`config.mk`:
```
export PLATFORM = sky130hd
export DESIGN_NAME = text_stream_line_number_filter
export DESIGN_NICKNAME = d
export VERILOG_FILES = /design/src/sv/tsln_pkg.sv /design/src/sv/tsln_front.sv /design/src/sv/tsln_queue.sv /design/src/sv/tsln_back.sv /design/src/sv/text_stream_line_number_filter.sv
export VERILOG_INCLUDE_DIRS = /design/src /design/src/sv
export SDC_FILE = /design/constraint.sdc
export NUM_CORES = 1
export LEC_CHECK = 0
export ABC_AREA = 1
export ABC_CLOCK_PERIOD_IN_PS = 4150
export BUFFER_PORTS_ARGS = -buffer_cell sky130_fd_sc_hd__buf_4
export CAP_MARGIN = 20
export CORE_AREA = 4 4 159 123
export CTS_CLUSTER_DIAMETER = 100
export DETAILED_ROUTE_END_ITERATION = 16
export DIE_AREA = 0 0 163 127
export PLACE_DENSITY = 0.71
export SETUP_SLACK_MARGIN = 0.02
export SLEW_MARGIN = 20
export SYNTH_ARGS = -nofsm -noshare
export SYNTH_HDL_FRONTEND = slang
export SYNTH_SLANG_ARGS = --single-unit
```
`constraint.sdc`:
```
create_clock -name clk_i -period 4.15 [get_ports clk_i]
set_clock_uncertainty 0.1 [all_clocks]
set_input_delay 1.245 -clock clk_i [delete_from_list [all_inputs] [get_ports clk_i]]
set_output_delay 1.245 -clock clk_i [all_outputs]
set_load 0.05 [all_outputs]
```
`src/sv/text_stream_line_number_filter_macros.svh`:
```
// Assertion helpers for the line number filter
`ifndef TEXT_STREAM_LINE_NUMBER_FILTER_MACROS_SVH
`define TEXT_STREAM_LINE_NUMBER_FILTER_MACROS_SVH

`ifndef SYNTHESIS
`define TSLN_ASSERT_IMPLY(lbl, clk, rst_n, ante, cons) \
  lbl: assert property (@(posedge clk) disable iff (!rst_n) (ante) |-> (cons)) \
    else $error("%m: check failed");
`define TSLN_ASSERT_NEXT(lbl, clk, rst_n, ante, cons) \
  lbl: assert property (@(posedge clk) disable iff (!rst_n) (ante) |=> (cons)) \
    else $error("%m: check failed");
`else
`define TSLN_ASSERT_IMPLY(lbl, clk, rst_n, ante, cons)
`define TSLN_ASSERT_NEXT(lbl, clk, rst_n, ante, cons)
`endif

`endif

```
`src/sv/tsln_pkg.sv`:
```
`timescale 1ns / 1ps

package tsln_pkg;

  localparam int NumberWidthDefault = 6;
  // line counter is kept in BCD; it saturates at 999999
  localparam int CntDigits = 6;
  localparam int SufMax = 4;
  localparam int QueueDepth = 2;

  localparam logic [7:0] CH_NL     = 8'h0A;
  localparam logic [7:0] CH_TAB    = 8'h09;
  localparam logic [7:0] CH_SPACE  = 8'h20;
  localparam logic [7:0] CH_ZERO   = 8'h30;
  localparam logic [7:0] CH_CARET  = 8'h5E;
  localparam logic [7:0] CH_M      = 8'h4D;
  localparam logic [7:0] CH_DASH   = 8'h2D;
  localparam logic [7:0] CH_DOLLAR = 8'h24;
  localparam logic [7:0] CH_I      = 8'h49;
  localparam logic [7:0] CH_DEL    = 8'h7F;
  localparam logic [7:0] CTRL_FLIP = 8'h40;

  typedef enum logic [2:0] {
    REG_NUMBER_ALL,
    REG_NUMBER_NONBLANK,
    REG_SQUEEZE_BLANK,
    REG_SHOW_TABS,
    REG_SHOW_NONPRINTING,
    REG_SHOW_ENDS
  } reg_idx_e;

  typedef struct packed {
    logic number_all_lines;
    logic number_nonblank_lines;
    logic squeeze_blank;
    logic show_tabs;
    logic show_nonprinting;
    logic show_ends;
  } cfg_t;

  // one classified input byte: optional number prefix plus 1..4 trailing bytes
  typedef struct packed {
    logic                          num_en;
    logic [CntDigits-1:0][3:0]     digits;
    logic [2:0]                    num_digits;
    logic [SufMax-1:0][7:0]        suf;
    logic [2:0]                    suf_len;
  } item_t;

  typedef struct packed {
    logic full;
    logic empty;
  } q_stat_t;

endpackage

```
`src/sv/tsln_front.sv`:
```
`timescale 1ns / 1ps

module tsln_front (
  input  logic              clk_i,
  input  logic              rst_ni,
  input  tsln_pkg::cfg_t    cfg_i,
  input  logic              in_valid_i,
  input  logic [7:0]        in_byte_i,
  output logic              in_ready_o,
  input  logic              q_full_i,
  output logic              push_o,
  output tsln_pkg::item_t   item_o
);

  logic [tsln_pkg::CntDigits-1:0][3:0] cnt_q, cnt_d, cnt_inc;
  logic       line_start_q, line_start_d;
  logic [1:0] blank_run_q, blank_run_d, br_next;
  logic       accept, squeeze_hit, drop, num_en, carry, all_nines;
  logic [7:0] ch;
  logic [2:0] n;
  logic [2:0] nd;

  assign in_ready_o = !q_full_i;
  assign accept     = in_valid_i && in_ready_o;

  // saturating BCD increment
  always_comb begin
    cnt_inc   = cnt_q;
    carry     = 1'b1;
    all_nines = 1'b1;
    for (int i = 0; i < tsln_pkg::CntDigits; i++) begin
      if (cnt_q[i] != 4'd9) all_nines = 1'b0;
      if (carry) begin
        if (cnt_q[i] == 4'd9) begin
          cnt_inc[i] = 4'd0;
        end else begin
          cnt_inc[i] = cnt_q[i] + 4'd1;
          carry      = 1'b0;
        end
      end
    end
    if (all_nines) cnt_inc = cnt_q;
  end

  // significant digit count, at least one
  always_comb begin
    nd = 3'd1;
    for (int i = 0; i < tsln_pkg::CntDigits; i++) begin
      if (cnt_q[i] != 4'd0) nd = 3'(i + 1);
    end
  end

  always_comb begin
    squeeze_hit = cfg_i.squeeze_blank && line_start_q && (in_byte_i == tsln_pkg::CH_NL);
    drop        = 1'b0;
    if (squeeze_hit) begin
      br_next = (blank_run_q < 2'd2) ? blank_run_q + 2'd1 : blank_run_q;
      drop    = (br_next > 2'd1);
    end else begin
      br_next = 2'd0;
    end

    if (cfg_i.number_nonblank_lines) begin
      num_en = line_start_q && (in_byte_i != tsln_pkg::CH_NL);
    end else begin
      num_en = cfg_i.number_all_lines && line_start_q;
    end

    blank_run_d  = blank_run_q;
    line_start_d = line_start_q;
    cnt_d        = cnt_q;
    if (accept) begin
      blank_run_d = br_next;
      if (!drop) begin
        line_start_d = (in_byte_i == tsln_pkg::CH_NL);
        if (num_en) cnt_d = cnt_inc;
      end
    end
  end

  // character part: caret / M- notation, tab and end marks
  always_comb begin
    item_o.num_en     = num_en;
    item_o.digits     = cnt_q;
    item_o.num_digits = nd;
    item_o.suf = '0;
    ch = in_byte_i;
    n  = 3'd0;
    if (cfg_i.show_tabs && ch == tsln_pkg::CH_TAB) begin
      item_o.suf[n[1:0]] = tsln_pkg::CH_CARET;
      n  = n + 3'd1;
      ch = tsln_pkg::CH_I;
    end
    if (cfg_i.show_nonprinting && ch != tsln_pkg::CH_NL && ch != tsln_pkg::CH_TAB) begin
      if (ch[7]) begin
        item_o.suf[n[1:0]] = tsln_pkg::CH_M;
        item_o.suf[2'(n + 3'd1)] = tsln_pkg::CH_DASH;
        n     = n + 3'd2;
        ch[7] = 1'b0;
      end
      if (ch < 8'd32 || ch == tsln_pkg::CH_DEL) begin
        item_o.suf[n[1:0]] = tsln_pkg::CH_CARET;
        n  = n + 3'd1;
        ch = ch ^ tsln_pkg::CTRL_FLIP;
      end
    end
    if (cfg_i.show_ends && ch == tsln_pkg::CH_NL) begin
      item_o.suf[n[1:0]] = tsln_pkg::CH_DOLLAR;
      n = n + 3'd1;
    end
    item_o.suf[n[1:0]] = ch;
    item_o.suf_len     = n + 3'd1;
  end

  assign push_o = accept && !drop;

  always_ff @(posedge clk_i or negedge rst_ni) begin
    if (!rst_ni) begin
      cnt_q        <= {{(tsln_pkg::CntDigits-1){4'd0}}, 4'd1};
      line_start_q <= 1'b1;
      blank_run_q  <= 2'd0;
    end else begin
      cnt_q        <= cnt_d;
      line_start_q <= line_start_d;
      blank_run_q  <= blank_run_d;
    end
  end

endmodule

```
`src/sv/tsln_queue.sv`:
```
`timescale 1ns / 1ps

module tsln_queue (
  input  logic              clk_i,
  input  logic              rst_ni,
  input  logic              push_i,
  input  tsln_pkg::item_t   item_i,
  input  logic              pop_i,
  output tsln_pkg::item_t   item_o,
  output tsln_pkg::q_stat_t stat_o
);

  localparam int PtrW = $clog2(tsln_pkg::QueueDepth);
  localparam int CntW = $clog2(tsln_pkg::QueueDepth + 1);

  tsln_pkg::item_t mem_q [tsln_pkg::QueueDepth];
  logic [PtrW-1:0] wr_ptr_q, rd_ptr_q;
  logic [CntW-1:0] count_q;

  assign stat_o.full  = (count_q == CntW'(tsln_pkg::QueueDepth));
  assign stat_o.empty = (count_q == '0);
  assign item_o       = mem_q[rd_ptr_q];

  always_ff @(posedge clk_i) begin
    if (push_i) mem_q[wr_ptr_q] <= item_i;
  end

  always_ff @(posedge clk_i or negedge rst_ni) begin
    if (!rst_ni) begin
      wr_ptr_q <= '0;
      rd_ptr_q <= '0;
      count_q  <= '0;
    end else begin
      if (push_i) wr_ptr_q <= wr_ptr_q + PtrW'(1);
      if (pop_i)  rd_ptr_q <= rd_ptr_q + PtrW'(1);
      case ({push_i, pop_i})
        2'b10:   count_q <= count_q + CntW'(1);
        2'b01:   count_q <= count_q - CntW'(1);
        default: count_q <= count_q;
      endcase
    end
  end

endmodule

```
`src/sv/tsln_back.sv`:
```
`timescale 1ns / 1ps

module tsln_back #(
  parameter int NUMBER_WIDTH = tsln_pkg::NumberWidthDefault
) (
  input  logic              clk_i,
  input  logic              rst_ni,
  input  tsln_pkg::item_t   item_i,
  input  logic              q_empty_i,
  output logic              pop_o,
  output logic              out_valid_o,
  input  logic              out_ready_i,
  output logic [7:0]        out_byte_o,
  output logic              last_of_run_o
);

  localparam int FieldMax = (NUMBER_WIDTH > tsln_pkg::CntDigits) ?
                            NUMBER_WIDTH : tsln_pkg::CntDigits;
  localparam int PosW     = $clog2(FieldMax + 1 + tsln_pkg::SufMax + 1);
  localparam int SufW     = $clog2(tsln_pkg::SufMax);

  logic [PosW-1:0] pos_q, pos_d;
  logic [PosW-1:0] nd, field, num_len, total, digit_pos, suf_pos;
  logic [3:0]      digit;
  logic [7:0]      byte_d, out_byte_q;
  logic            last_pos, load, out_valid_q, out_last_q;

  always_comb begin
    nd        = PosW'(item_i.num_digits);
    field     = (nd > PosW'(NUMBER_WIDTH)) ? nd : PosW'(NUMBER_WIDTH);
    num_len   = item_i.num_en ? field + PosW'(1) : '0;
    total     = num_len + PosW'(item_i.suf_len);
    digit_pos = field - PosW'(1) - pos_q;
    suf_pos   = pos_q - num_len;
    digit     = 4'd0;
    if (digit_pos < PosW'(tsln_pkg::CntDigits)) digit = item_i.digits[digit_pos[2:0]];

    if (pos_q < num_len) begin
      if (pos_q == field) begin
        byte_d = tsln_pkg::CH_TAB;
      end else if (pos_q < field - nd) begin
        byte_d = tsln_pkg::CH_SPACE;
      end else begin
        byte_d = tsln_pkg::CH_ZERO + {4'd0, digit};
      end
    end else begin
      byte_d = item_i.suf[suf_pos[SufW-1:0]];
    end
    last_pos = (pos_q == total - PosW'(1));
  end

  assign load  = !q_empty_i && (!out_valid_q || out_ready_i);
  assign pop_o = load && last_pos;
  assign pos_d = load ? (last_pos ? '0 : pos_q + PosW'(1)) : pos_q;

  always_ff @(posedge clk_i or negedge rst_ni) begin
    if (!rst_ni) begin
      pos_q       <= '0;
      out_valid_q <= 1'b0;
    end else begin
      pos_q <= pos_d;
      if (load) begin
        out_valid_q <= 1'b1;
      end else if (out_ready_i) begin
        out_valid_q <= 1'b0;
      end
    end
  end

  always_ff @(posedge clk_i) begin
    if (load) begin
      out_byte_q <= byte_d;
      out_last_q <= last_pos;
    end
  end

  assign out_valid_o   = out_valid_q;
  assign out_byte_o    = out_byte_q;
  assign last_of_run_o = out_last_q;

endmodule

```
`src/sv/text_stream_line_number_filter.sv`:
```
`timescale 1ns / 1ps

// Text filter in the style of cat -b -n -s -t -v -e: each input byte yields
// zero or more output beats; the final beat of a byte has last_of_run_o set.
// Output runs at one beat per cycle while out_ready_i is high. A plain
// byte yields one beat; a byte that expands into a line number, caret or
// M- notation or a '$' yields one beat per output character (up to
// max(NUMBER_WIDTH, 6) + 5), and the input is accepted every cycle while
// the two-entry queue between the classifier and the expander has room.
// A squeezed empty line produces no beats. Line numbers saturate at 999999.
// Registers (APB, byte address 4*i, bit 0): 0 number all lines, 1 number
// non-empty lines (wins over 0), 2 squeeze blank lines, 3 show tabs,
// 4 show non-printing, 5 show ends. Write them only while the block is idle.

`include "text_stream_line_number_filter_macros.svh"

module text_stream_line_number_filter #(
  parameter int NUMBER_WIDTH = tsln_pkg::NumberWidthDefault
) (
  input  logic        clk_i,
  input  logic        rst_ni,
  input  logic        psel,
  input  logic        penable,
  input  logic        pwrite,
  input  logic [4:0]  paddr,
  input  logic [31:0] pwdata,
  output logic [31:0] prdata,
  output logic        pready,
  input  logic        in_valid_i,
  output logic        in_ready_o,
  input  logic [7:0]  in_byte_i,
  output logic        out_valid_o,
  input  logic        out_ready_i,
  output logic [7:0]  out_byte_o,
  output logic        last_of_run_o
);

  tsln_pkg::cfg_t    cfg_q;
  tsln_pkg::item_t   push_item, head_item;
  tsln_pkg::q_stat_t q_stat;
  tsln_pkg::reg_idx_e reg_idx;
  logic push, pop, cfg_wr;

  assign pready  = 1'b1;
  assign reg_idx = tsln_pkg::reg_idx_e'(paddr[4:2]);
  assign cfg_wr  = psel && penable && pwrite;

  always_ff @(posedge clk_i or negedge rst_ni) begin
    if (!rst_ni) begin
      cfg_q <= '0;
    end else if (cfg_wr) begin
      case (reg_idx)
        tsln_pkg::REG_NUMBER_ALL:       cfg_q.number_all_lines      <= pwdata[0];
        tsln_pkg::REG_NUMBER_NONBLANK:  cfg_q.number_nonblank_lines <= pwdata[0];
        tsln_pkg::REG_SQUEEZE_BLANK:    cfg_q.squeeze_blank         <= pwdata[0];
        tsln_pkg::REG_SHOW_TABS:        cfg_q.show_tabs             <= pwdata[0];
        tsln_pkg::REG_SHOW_NONPRINTING: cfg_q.show_nonprinting      <= pwdata[0];
        tsln_pkg::REG_SHOW_ENDS:        cfg_q.show_ends             <= pwdata[0];
        default: ;
      endcase
    end
  end

  always_comb begin
    prdata = '0;
    case (reg_idx)
      tsln_pkg::REG_NUMBER_ALL:       prdata[0] = cfg_q.number_all_lines;
      tsln_pkg::REG_NUMBER_NONBLANK:  prdata[0] = cfg_q.number_nonblank_lines;
      tsln_pkg::REG_SQUEEZE_BLANK:    prdata[0] = cfg_q.squeeze_blank;
      tsln_pkg::REG_SHOW_TABS:        prdata[0] = cfg_q.show_tabs;
      tsln_pkg::REG_SHOW_NONPRINTING: prdata[0] = cfg_q.show_nonprinting;
      tsln_pkg::REG_SHOW_ENDS:        prdata[0] = cfg_q.show_ends;
      default:                        prdata    = '0;
    endcase
  end

  tsln_front u_front (
    .clk_i      (clk_i),
    .rst_ni     (rst_ni),
    .cfg_i      (cfg_q),
    .in_valid_i (in_valid_i),
    .in_byte_i  (in_byte_i),
    .in_ready_o (in_ready_o),
    .q_full_i   (q_stat.full),
    .push_o     (push),
    .item_o     (push_item)
  );

  tsln_queue u_queue (
    .clk_i  (clk_i),
    .rst_ni (rst_ni),
    .push_i (push),
    .item_i (push_item),
    .pop_i  (pop),
    .item_o (head_item),
    .stat_o (q_stat)
  );

  tsln_back #(
    .NUMBER_WIDTH (NUMBER_WIDTH)
  ) u_back (
    .clk_i         (clk_i),
    .rst_ni        (rst_ni),
    .item_i        (head_item),
    .q_empty_i     (q_stat.empty),
    .pop_o         (pop),
    .out_valid_o   (out_valid_o),
    .out_ready_i   (out_ready_i),
    .out_byte_o    (out_byte_o),
    .last_of_run_o (last_of_run_o)
  );

  // nothing can appear at the output without a queued item behind it
  `TSLN_ASSERT_NEXT(a_no_beat_from_empty, clk_i, rst_ni, q_stat.empty && !out_valid_o, !out_valid_o)
  // an item pushed into the queue is still pending in the next cycle
  `TSLN_ASSERT_NEXT(a_push_lands, clk_i, rst_ni, push, !q_stat.empty)
  // an item leaves the queue only with its final beat
  `TSLN_ASSERT_NEXT(a_pop_marks_last, clk_i, rst_ni, pop, out_valid_o && last_of_run_o)

endmodule

```
# == Yosys cells after proc, flatten, opt, wreduce, memory -nomap -nowiden ==
# Memories as Yosys holds them, arrays and structs flattened.
# Cells that the tools add are included.
# op_classes
addsub,25
magnitude_cmp,19
reduce_logical,47
eq_ne,29
n_mux,74
bitwise_logic,15
# ops
operator,count
2-to-1 mux 32 bit,5
2-to-1 mux 8 bit,11
demux 8 bit (select 2 bit),5
2-to-1 mux 4 bit,10
"adder 4 x 1 -> 4 bit, second input constant",8
bitwise mux 32 bit,1
inverter 16 bit,2
2-to-1 mux 3 bit,9
AND reduction 5 bit,5
bitwise AND 24 bit,1
"equality test 4 bit, second input constant",6
"equality test 8 x 4 -> 1 bit, second input constant",3
"!= test 4 bit, second input constant",6
"!= test 8 x 4 -> 1 bit, second input constant",3
inverter 24 bit,1
2-to-1 mux 1 bit,23
bitwise OR 20 bit,1
nonzero test 4 bit,5
logical AND 1 bit,19
bitwise AND 16 bit,1
bitwise AND 4 x 16 -> 16 bit,1
binary-select mux 8 bit (select 2 bit),1
bitwise OR 16 bit,1
bitwise OR 4 x 16 -> 16 bit,1
other kinds (47),80
# totals
inputBits,52
mem_bits_rw,126
word_cells,231
register_bits,51
out_inout_bits,44
n_memories,1
# mem_list
memory,depth,word_bits,read_ports,rd_ports_with_merged_regs,wr,line_no,source
u_queue.mem_q,2,63,1,0,1,tsln_queue.sv:16,tsln_pkg::item_t mem_q [tsln_pkg::QueueDepth];

# == Logic depth before layout (Yosys ltp) ==
# Gate-level depths: netlist of run 1.
# depth
depth_word,19
depth_mapped,21
ltp_nobuf,21

# == Hierarchy ==
# From an unflattened synthesis of run 1, not the netlist that was laid out.
# hier_totals
hier_cells,1044
area_unflattened_um2,9522.9
# by_module_without_submodules
module,seq_area_each_um2,instances,area_each_um2,cells_each
tsln_queue,3883.7,1,4873.4,353
tsln_front,678.2,1,2359.8,359
tsln_back,395.4,1,1700.4,249
text_stream_line_number_filter,150.1,1,589.3,83

# == Worst setup path after synthesis of run 1 ==
# Ideal clock, no wire load.
# synth_path
path_kind,input -> register
start,input port in_byte_i[4]
end,"memory u_queue.mem_q[1][0] (netlist bit), enable pin"
required_ns,3.564
stages,8
arrival_ns,4.408
path_buffers,0
setup_slack_ns,-0.844
setup_time_ns,0.486
cell_sequence,inv_1 nand2_2 nor2_4 nand2_2 nor2_1 nand2_1 nand2_2 nor2_1
# synth_between
elab_chain_cells,7
# synth_rtl
element,line_no,source
"start, declared",text_stream_line_number_filter.sv:31,"input logic [7:0] in_byte_i,"
equality test 8 x 4 -> 1 bit,tsln_front.sv:54,squeeze_hit = cfg_i.squeeze_blank && line_start_q && (in_byte_i == tsln_pkg::CH_NL);
logical AND 1 bit,tsln_front.sv:54,
2-to-1 mux 1 bit,tsln_front.sv:56,if (squeeze_hit) begin
zero test 1 bit,n/a,
logical AND 1 bit,tsln_front.sv:115,assign push_o = accept && !drop;
2-to-1 mux 1 bit,tsln_queue.sv:25,if (push_i) mem_q[wr_ptr_q] <= item_i;
2-to-1 mux 1 bit (implied by the code),tsln_queue.sv:25,
"end, declared",tsln_queue.sv:16,
# No other way between the ends.

# == Worst setup path after layout of run 1 ==
# layout_path
start,register u_queue.rd_ptr_q
end,register u_queue.count_q[1]
# layout_between
elab_chain_cells,11
elab_cells_between_ends,13
classes_between,add/sub (3); order compare (1); eq/ne (3); mux (3); reduce/logical (2); memory (1)
# layout_rtl
element,line_no,source
"start, declared",tsln_queue.sv:17,"logic [PtrW-1:0] wr_ptr_q, rd_ptr_q;"
"start signal, assigned",tsln_queue.sv:35,if (pop_i) rd_ptr_q <= rd_ptr_q + PtrW'(1);
memory (2 x 63 bit) (*),n/a,
> comparator 3 bit,tsln_back.sv:30,field = (nd > PosW'(NUMBER_WIDTH)) ? nd : PosW'(NUMBER_WIDTH);
2-to-1 mux 3 bit,tsln_back.sv:30,
adder 4 x 1 -> 4 bit,tsln_back.sv:31,num_len = item_i.num_en ? field + PosW'(1) : '0;
2-to-1 mux 4 bit,tsln_back.sv:31,
adder 4 x 3 -> 4 bit (*),tsln_back.sv:32,total = num_len + PosW'(item_i.suf_len);
subtractor 4 x 1 -> 4 bit (*),tsln_back.sv:49,last_pos = (pos_q == total - PosW'(1));
equality test 4 bit (*),tsln_back.sv:49,
logical AND 1 bit (*),tsln_back.sv:53,assign pop_o = load && last_pos;
net pop,text_stream_line_number_filter.sv:42,"logic push, pop, cfg_wr;"
equality test 2 x 1 -> 1 bit / equality test 2 bit (equally long branches),tsln_queue.sv:36,"case ({push_i, pop_i})"
case mux 2 bit (2 select lines) / nonzero test 2 bit (equally long branches),n/a,
"end signal, assigned",tsln_queue.sv:37,2'b10: count_q <= count_q + CntW'(1);
"end signal, assigned",tsln_queue.sv:38,2'b01: count_q <= count_q - CntW'(1);
"end signal, assigned",tsln_queue.sv:39,default: count_q <= count_q;
"end, declared",tsln_queue.sv:18,logic [CntW-1:0] count_q;
# Mark *: on every way through the listed nets, which the timed path passes. The rest lies on a longest branch.
# A chain may end at the register's enable or synchronous reset.

==> results of run 1 <==
layout by cell type (no fill, tap or decap), types with 3 or more instances in the layout:
cell / count
nand2_1: 152
edfxtp_1: 135
inv_1: 90
nor2_1: 88
o21ai_0: 88
buf_4: 54
nand3_1: 43
dfrtp_1: 39
conb_1: 38
a21oi_1: 28
ha_1: 28
xor2_1: 22
clkbuf_16: 17
nand2_2: 12
nor3_1: 10
o221ai_1: 8
nand4_1: 7
xnor2_1: 7
a31oi_1: 7
o22ai_1: 6
nor2_4: 5
nor4_1: 5
bufinv_16: 5
inv_2: 4
clkinv_1: 4
a22oi_1: 4
nand3_2: 3
mux2i_1: 3
a221oi_1: 3
fa_1: 3
clkinvlp_4: 3
metrics by stage:
step           hold WS [ns]  setup slack [ns]
3_3_place_gp          0.385             0.270
5_1_grt               0.447            0.0226
6_report              0.405             0.348
3_5_place_dp          0.406             0.206
4_1_cts               0.407             0.187
2_1_floorplan         0.340             0.220
per-layer routing:
| metal | part of all wire [%] | vias to the layer above | global-route usage, % | wire (um) |
|---|---|---|---|---|
| met3 | 7.6 | 21 | 4.00 | 1410 |
| met2 | 43 | 233 | 26.8 | 7860 |
| met1 | 49 | 2974 | 28.4 | 8960 |
| met5 | 0 | - | 0 | 0 |
| met4 | 1.2 | 0 | 5.28 | 229 |
| li1 | - | 3050 | - | - |
worst register-to-register path, stage by stage (launching register included):
cell	delay (ns)
dfrtp_2	0.48
inv_2	0.13
nand2_1	0.07
nand2_2	0.08
nand2_1	0.08
nor2_2	0.11
ha_1	0.25
nand2_1	0.08
ha_1	0.23
inv_1	0.06
ha_1	0.13
inv_1	0.05
fa_1	0.40
xnor2_2	0.18
xor2_1	0.19
xor2_1	0.19
nand2_2	0.12
nor2_4	0.13
ha_1	0.26
a21oi_1	0.12
o21ai_0	0.11
xor2_1	0.15
cells in the mapped netlist (3+ instances only):
| library cell | number |
|---|---|
| ha_1 | 28 |
| inv_1 | 91 |
| xnor2_1 | 8 |
| buf_4 | 33 |
| buf_2 | 5 |
| nor2_1 | 90 |
| clkbuf_1 | 12 |
| a21oi_1 | 28 |
| nor3_1 | 10 |
| mux2i_1 | 3 |
| xor2_1 | 22 |
| dfrtp_1 | 40 |
| nand2_2 | 10 |
| o22ai_1 | 6 |
| o21ai_0 | 89 |
| nand3_2 | 3 |
| nand4_1 | 7 |
| fa_1 | 3 |
| nor4_1 | 5 |
| nor2_2 | 3 |
| a31oi_1 | 7 |
| nand3_1 | 43 |
| clkinv_1 | 3 |
| o221ai_1 | 8 |
| nand2_1 | 154 |
| inv_2 | 3 |
| a221oi_1 | 3 |
| edfxtp_1 | 135 |
| a22oi_1 | 4 |
registers in the layout (all words and copies together) (netlist names):
register              count
u_queue.mem_q           126
u_front.item_o           24
u_back.out_byte_o         8
cfg_q                     6
u_back.pos_q              4
u_front.blank_run_q       2
u_queue.count_q           2
u_back.last_of_run_o      1
u_back.out_valid_o        1
u_front.line_start_q      1
u_queue.rd_ptr_q          1
u_queue.wr_ptr_q          1
kinds of logic after synthesis:
family          Yosys count
simple gates            336
fa+ha+maj                31
mux                       3
flops                   177
other cells               2
compound gates          154
buf+inv                 149
xor+xnor                 30
timing repair:
| item | 4_1_cts | 5_1_grt |
|---|---|---|
| setup endpoints to repair | 0 | 1 |
| buffers inserted | 0 | 1 |
| endpoints found under the hold margin | 0 | 0 |
| resized for setup | 0 | 6 |
layout make-up:
class,count,share of cell area [%]
Inverter,97,3.62
Tap cell,247,3.07
Sequential cell,177,50.8
Clock inverter,14,2.11
Multi-Input combinational cell,592,32.1
Clock buffer,18,4.27
Timing Repair Buffer,54,4.03
worst min-delay path by stage:
stage / from / to / cells past startpoint
floorplan: u_front.item_o[54] / u_queue.mem_q[0][54] / 0
global placement: u_front.line_start_q / u_front.line_start_q / 2
detailed placement: u_front.line_start_q / u_front.line_start_q / 2
CTS: u_front.line_start_q / u_front.line_start_q / 2
global route: u_front.item_o[39] / u_queue.mem_q[0][39] / 0
finish: u_front.line_start_q / u_front.line_start_q / 2
power by group:
| part | internal [mW] | switching [mW] |
|---|---|---|
| clock network | 1.07 | 0.672 |
| registers | 2.43 | 0.158 |
| logic | 1.07 | 2.27 |
| total | 4.56 | 3.10 |
==> results.py, run 1 <==
metrics = {
    "critical_path": {
        "cp-start-kind": "flip-flop",
        "endpoint": "u_queue.count_q[1]",
        "path_common_cell": "ha_1",
        "worst-path-buf-inv": 3,
        "reg2regPathDepth": 21,
        "regToRegSetupSlack_ns": 0.35,
        "startpoint": "u_queue.rd_ptr_q",
        "critical_path_class": "flip-flop to flip-flop",
        "critPathTopFamily": "adder cells",
        "crit_arrival_ns": 4.02,
        "cp_data_required_time_ns": 4.36,
        "crit_chain": "inv_2, nand2_1, nand2_2, nand2_1, nor2_2, ha_1, nand2_1, ha_1, inv_1, ha_1, inv_1, fa_1, xnor2_2, xor2_1, xor2_1, nand2_2, nor2_4, ha_1, a21oi_1, o21ai_0, xor2_1",
        "regToRegEndpoint": "u_queue.count_q[1]",
        "cp_num_cells": 21,
        "reg2reg_from": "u_queue.rd_ptr_q",
        "critPathSlowestCell": "dfrtp_2",
        "critPathMaxStageDelay_ns": 0.48,
        "path_max_fanout": 8,
        "critPathCaptureType": "flip-flop",
    },
    "placed_design": {
        "gp_congestion": 0.880,
        "dp_hpwl_um": 12500,
        "port_buffers": 30,
        "dpl.cell_count": 1166,
        "place_area_um2": 9390,
    },
    "clock_network": {
        "cts_hold_buf": 0,
        "cts_tree": "yes",
        "cts_num_sinks": 177,
        "clk_pin_slew_ns": 0.06,
        "clock_latency_ns": 0.44,
        "root_buffer": "clkbuf_16",
        "cts_max_level": 4,
        "clockBufferDepth": 2,
        "numCtsBuffers": 17,
    },
    "drt": {
        "drc_errors": 0,
        "via_per_inst": 5.24,
        "drt_iter0_markers": 526,
        "drt_pre_antenna_iters": 5,
        "wirelength_um": 18500,
        "detail-route-antenna-nets": 0,
        "vias": 6278,
        "wire_per_inst_um": 15.4,
    },
    "sta": {
        "finalCritPeriodShare_pct": 91.6,
        "fmax_ghz": 0.263,
        "worst_pin_slew_ns": 0.886,
        "tns_ns": 0,
        "rsz0062_at_grt": "no",
        "slew_viol_final": 0,
        "period_needed_ns": 3.80,
        "hold_viol_final": 0,
        "relSlewSlack_pct": 41.0,
        "finalSetupViolCount": 0,
    },
    "synthesis": {
        "synth-edff-count": 135,
        "muxShareOfSynthArea_pct": 0.339,
        "synth-compound-area-share_pct": 9.71,
        "synth_fa_ha_area_share_pct": 4.63,
        "ys.warnings.count": 0,
        "synth.avg_cell_area_um2": 10.0,
        "ys.flop_type": "edfxtp_1",
        "synth_top_area_share_pct": 45.7,
        "synth_seq_cells": 177,
        "synthTopCellsByArea": "edfxtp_1 (46%), dfrtp_1 (11%), nand2_1 (6.5%)",
        "syn-instance-count": 882,
        "yosys.area_share.simple_pct": 16.8,
        "yosys.area.top_type": "edfxtp_1",
        "synthArstFlopShare_pct": 23.7,
        "synth.distinct_cells": 48,
        "synth_seq_area_share_pct": 57.6,
        "synth_top_family_by_area": "simple AND/OR/NAND/NOR gates",
        "syn_area_um2": 8860,
        "synthXorXnorAreaFrac_pct": 2.96,
    },
    "job": {
        "cap_viol_max_count": 0,
    },
    "layout": {
        "utilization_pct": 55.7,
        "nets": 1022,
        "area_delta_synth_final_pct": 13.5,
        "multiInputGateArea_um2": 3230,
        "antenna_cells": 0,
        "seq_area_um2": 5110,
        "drive_above_1_share_pct": 12.6,
        "fin_cells": 1199,
        "n_fill_cell": 1533,
        "stdcell_area_um2": 10100,
    },
    "floorplan": {
        "row_count": 43,
        "core_um2": 18100,
        "die_w_um": 163,
        "die_h_um": 127,
        "io_pins": 96,
        "die_area_um2": 20700,
        "start_util_pct": 49.0,
    },
    "global_routing": {
        "grt_max_degree": 65,
        "grt_pass1_wl_um": 29800,
        "antenna_found_initial": 0,
        "grt_pass1_vias": 5744,
        "grt_overflow": 0,
        "gr-usage-all-layers_pct": 18.6,
    },
    "power": {
        "power_mw": 7.66,
        "vdd_drop_max_mv": 0.391,
        "power.density_nw_per_um2": 762,
        "p_leak_nw": 4.23,
    },
    "run_status": {
        "status": "completed",
    },
    "hold_path": {
        "hp-class": "flip-flop to flip-flop",
    },
}
Note: power is estimated with default switching activity, not from simulation.
==> run 2: changes to the inputs <==
--- a/config.mk
+++ b/config.mk
@@ -14,6 +14,7 @@
 export CTS_CLUSTER_DIAMETER = 100
 export DETAILED_ROUTE_END_ITERATION = 16
 export DIE_AREA = 0 0 163 127
+export MAX_ROUTING_LAYER = met4
 export PLACE_DENSITY = 0.71
 export SETUP_SLACK_MARGIN = 0.02
 export SLEW_MARGIN = 20
==> run 2 against run 1 <==
Net effect: utilization fell by 0.84 points; die area did not move; first-iteration DRC count rose by 38%; combinational power rose by 1%; final cell count fell by 0.25%; largest cell class unchanged; routed wire length rose by 1.0%; critical path depth did not move; critical path type unchanged; final area fell by 1.5%; non-clock buffer count did not move; sequential cell count did not move.
==> results.py, run 2 (synthesis results as in run 1) <==
metrics = {
    "run_status": {
        "status": "completed",
    },
    "critical_path": {
        "critPathSlowestCell": "dfrtp_2",
        "worst-path-buf-inv": 3,
        "reg2reg_from": "u_queue.rd_ptr_q",
        "path_common_cell": "ha_1",
        "path_max_fanout": 7,
        "critPathTopFamily": "adder cells",
        "regToRegEndpoint": "u_queue.count_q[1]",
        "regToRegSetupSlack_ns": 0.34,
        "cp_data_required_time_ns": 4.36,
        "reg2regPathDepth": 21,
        "critical_path_class": "flip-flop to flip-flop",
        "crit_arrival_ns": 4.02,
        "crit_chain": "clkinvlp_4, nand2_1, nand2_2, nand2_2, nor2_2, ha_1, nand2_1, ha_1, inv_1, ha_1, inv_1, fa_1, xnor2_1, xor2_1, xor2_1, nand2_2, nor2_2, ha_1, a21oi_1, o21ai_0, xor2_1",
        "critPathMaxStageDelay_ns": 0.46,
        "critPathCaptureType": "flip-flop",
        "cp-start-kind": "flip-flop",
    },
    "hold_path": {
        "hold_depth": 2,
        "hold_end": "u_front.line_start_q",
        "hp-class": "flip-flop to flip-flop",
        "hp-start": "u_front.line_start_q",
    },
    "drt": {
        "wirelength_um": 18700,
        "detail-route-antenna-nets": 0,
        "via_per_inst": 5.21,
        "drc_errors": 0,
        "drt_iter0_markers": 724,
        "wire_per_inst_um": 15.6,
        "drt_pre_antenna_iters": 5,
        "vias": 6234,
    },
    "clock_network": {
        "cts_max_level": 4,
        "cts_num_sinks": 177,
        "clockBufferDepth": 2,
        "root_buffer": "clkbuf_16",
        "clock_latency_ns": 0.43,
        "numCtsBuffers": 17,
        "cts_tree": "yes",
        "clk_pin_slew_ns": 0.06,
    },
    "layout": {
        "largest_register_ffs": 126,
        "top_register": "u_queue.mem_q",
        "nets": 1022,
        "drive_above_1_share_pct": 11.8,
        "final_cell_mix": "nand2_1 (151), edfxtp_1 (135), inv_1 (90)",
        "utilization_pct": 54.8,
        "n_fill_cell": 1599,
        "stdcell_area_um2": 9910,
        "final_common_cell": "nand2_1",
        "antenna_cells": 0,
        "area_delta_synth_final_pct": 11.8,
    },
    "sta": {
        "period_needed_ns": 3.81,
        "relSlewSlack_pct": 41.3,
        "tns_ns": 0,
        "rsz0062_at_grt": "no",
        "finalCritPeriodShare_pct": 91.8,
        "slew_viol_final": 0,
        "worst_pin_slew_ns": 0.881,
        "hold_viol_final": 0,
        "fmax_ghz": 0.262,
        "finalSetupViolCount": 0,
    },
    "global_routing": {
        "grt_overflow": 0,
        "grt_pass1_vias": 5941,
        "gr-usage-all-layers_pct": 19.2,
        "grt_max_degree": 64,
        "grt_pass1_wl_um": 30100,
        "antenna_found_initial": 0,
    },
    "placed_design": {
        "place_area_um2": 9390,
        "dp_hpwl_um": 12800,
        "port_buffers": 30,
        "gp_congestion": 0.898,
    },
    "floorplan": {
        "row_count": 43,
        "die_w_um": 163,
        "start_util_pct": 49.0,
        "core_um2": 18100,
        "io_pins": 96,
        "die_area_um2": 20700,
        "die_h_um": 127,
    },
    "job": {
        "cap_viol_max_count": 0,
    },
    "power": {
        "vdd_drop_max_mv": 0.394,
        "power_mw": 7.33,
        "p_leak_nw": 4.15,
        "power.density_nw_per_um2": 740,
    },
}
==> run 2: changes by cell type in the layout (fill, tap and decap cells not counted), moves of 2 or more <==
cell       delta
clkinv_1      +2
clkbuf_1      +3
clkinv_4      -2
bufinv_16     -5
==> run 2: per-layer routing <==
metal	up-vias	share of wire (%)	global-route usage, %
met1	2940	48	28.7
met4	0	1.1	4.83
met3	19	7.9	4.06
li1	3045	-	-
met5	-	0	-
met2	230	43	27.1
==> run 2: worst max-delay path by stage <==
stage / start / to / slack (ns) / cells after the start
2_1_floorplan: in_byte_i[4] / u_queue.mem_q[1][0] / 0.22 / 8
3_3_place_gp: in_byte_i[2] / u_queue.mem_q[0][32] / 0.17 / 16
3_5_place_dp: in_byte_i[2] / u_queue.mem_q[0][32] / 0.14 / 16
4_1_cts: u_queue.rd_ptr_q / u_queue.count_q[1] / 0.10 / 21
5_1_grt: u_queue.rd_ptr_q / u_queue.count_q[1] / 0.003 / 21
6_report: u_queue.rd_ptr_q / u_queue.count_q[1] / 0.34 / 21
==> run 2: power breakdown <==
part           total, mW  switching (mW)  internal [mW]
sequential          2.58           0.155           2.43
combinational       3.39            2.30           1.09
clock               1.36           0.617          0.745
==> run 2: layout make-up <==
| type | instances | area [um2] | area share (%) |
|---|---|---|---|
| Inverter | 97 | 368 | 3.71 |
| Timing Repair Buffer | 54 | 418 | 4.22 |
| Clock inverter | 8 | 43.8 | 0.442 |
| Clock buffer | 21 | 440 | 4.44 |
| Tap cell | 247 | 309 | 3.12 |
| Sequential cell | 177 | 5110 | 51.6 |
| Multi-Input combinational cell | 592 | 3220 | 32.5 |
==> run 2: timing repair <==
action,in CTS,in global routing
hold buffers,0,0
setup buffers,0,3
setup endpoints to repair,0,1
gates resized for setup,0,5
==> run 2: worst reg2reg max path, delay by kind of cell (launching register included) <==
family | cells | cell delay, ns
adders and majority gates | 5 | 1.38
DFF | 1 | 0.46
and+or+nand+nor | 7 | 0.58
AOI/OAI and AO/OA | 2 | 0.21
buffers and inverters | 3 | 0.25
xor gates and xnor gates | 4 | 0.69
==> run 2: metrics by stage <==
step                      hold WS [ns]  setup slack, ns  cells
after global routing             0.448          0.00277   1196
final                            0.406            0.340   1196
after detailed placement         0.396            0.138   1164
after CTS                        0.409            0.100   1193
after global placement           0.387            0.170   1164
after floorplan                  0.340            0.220    918
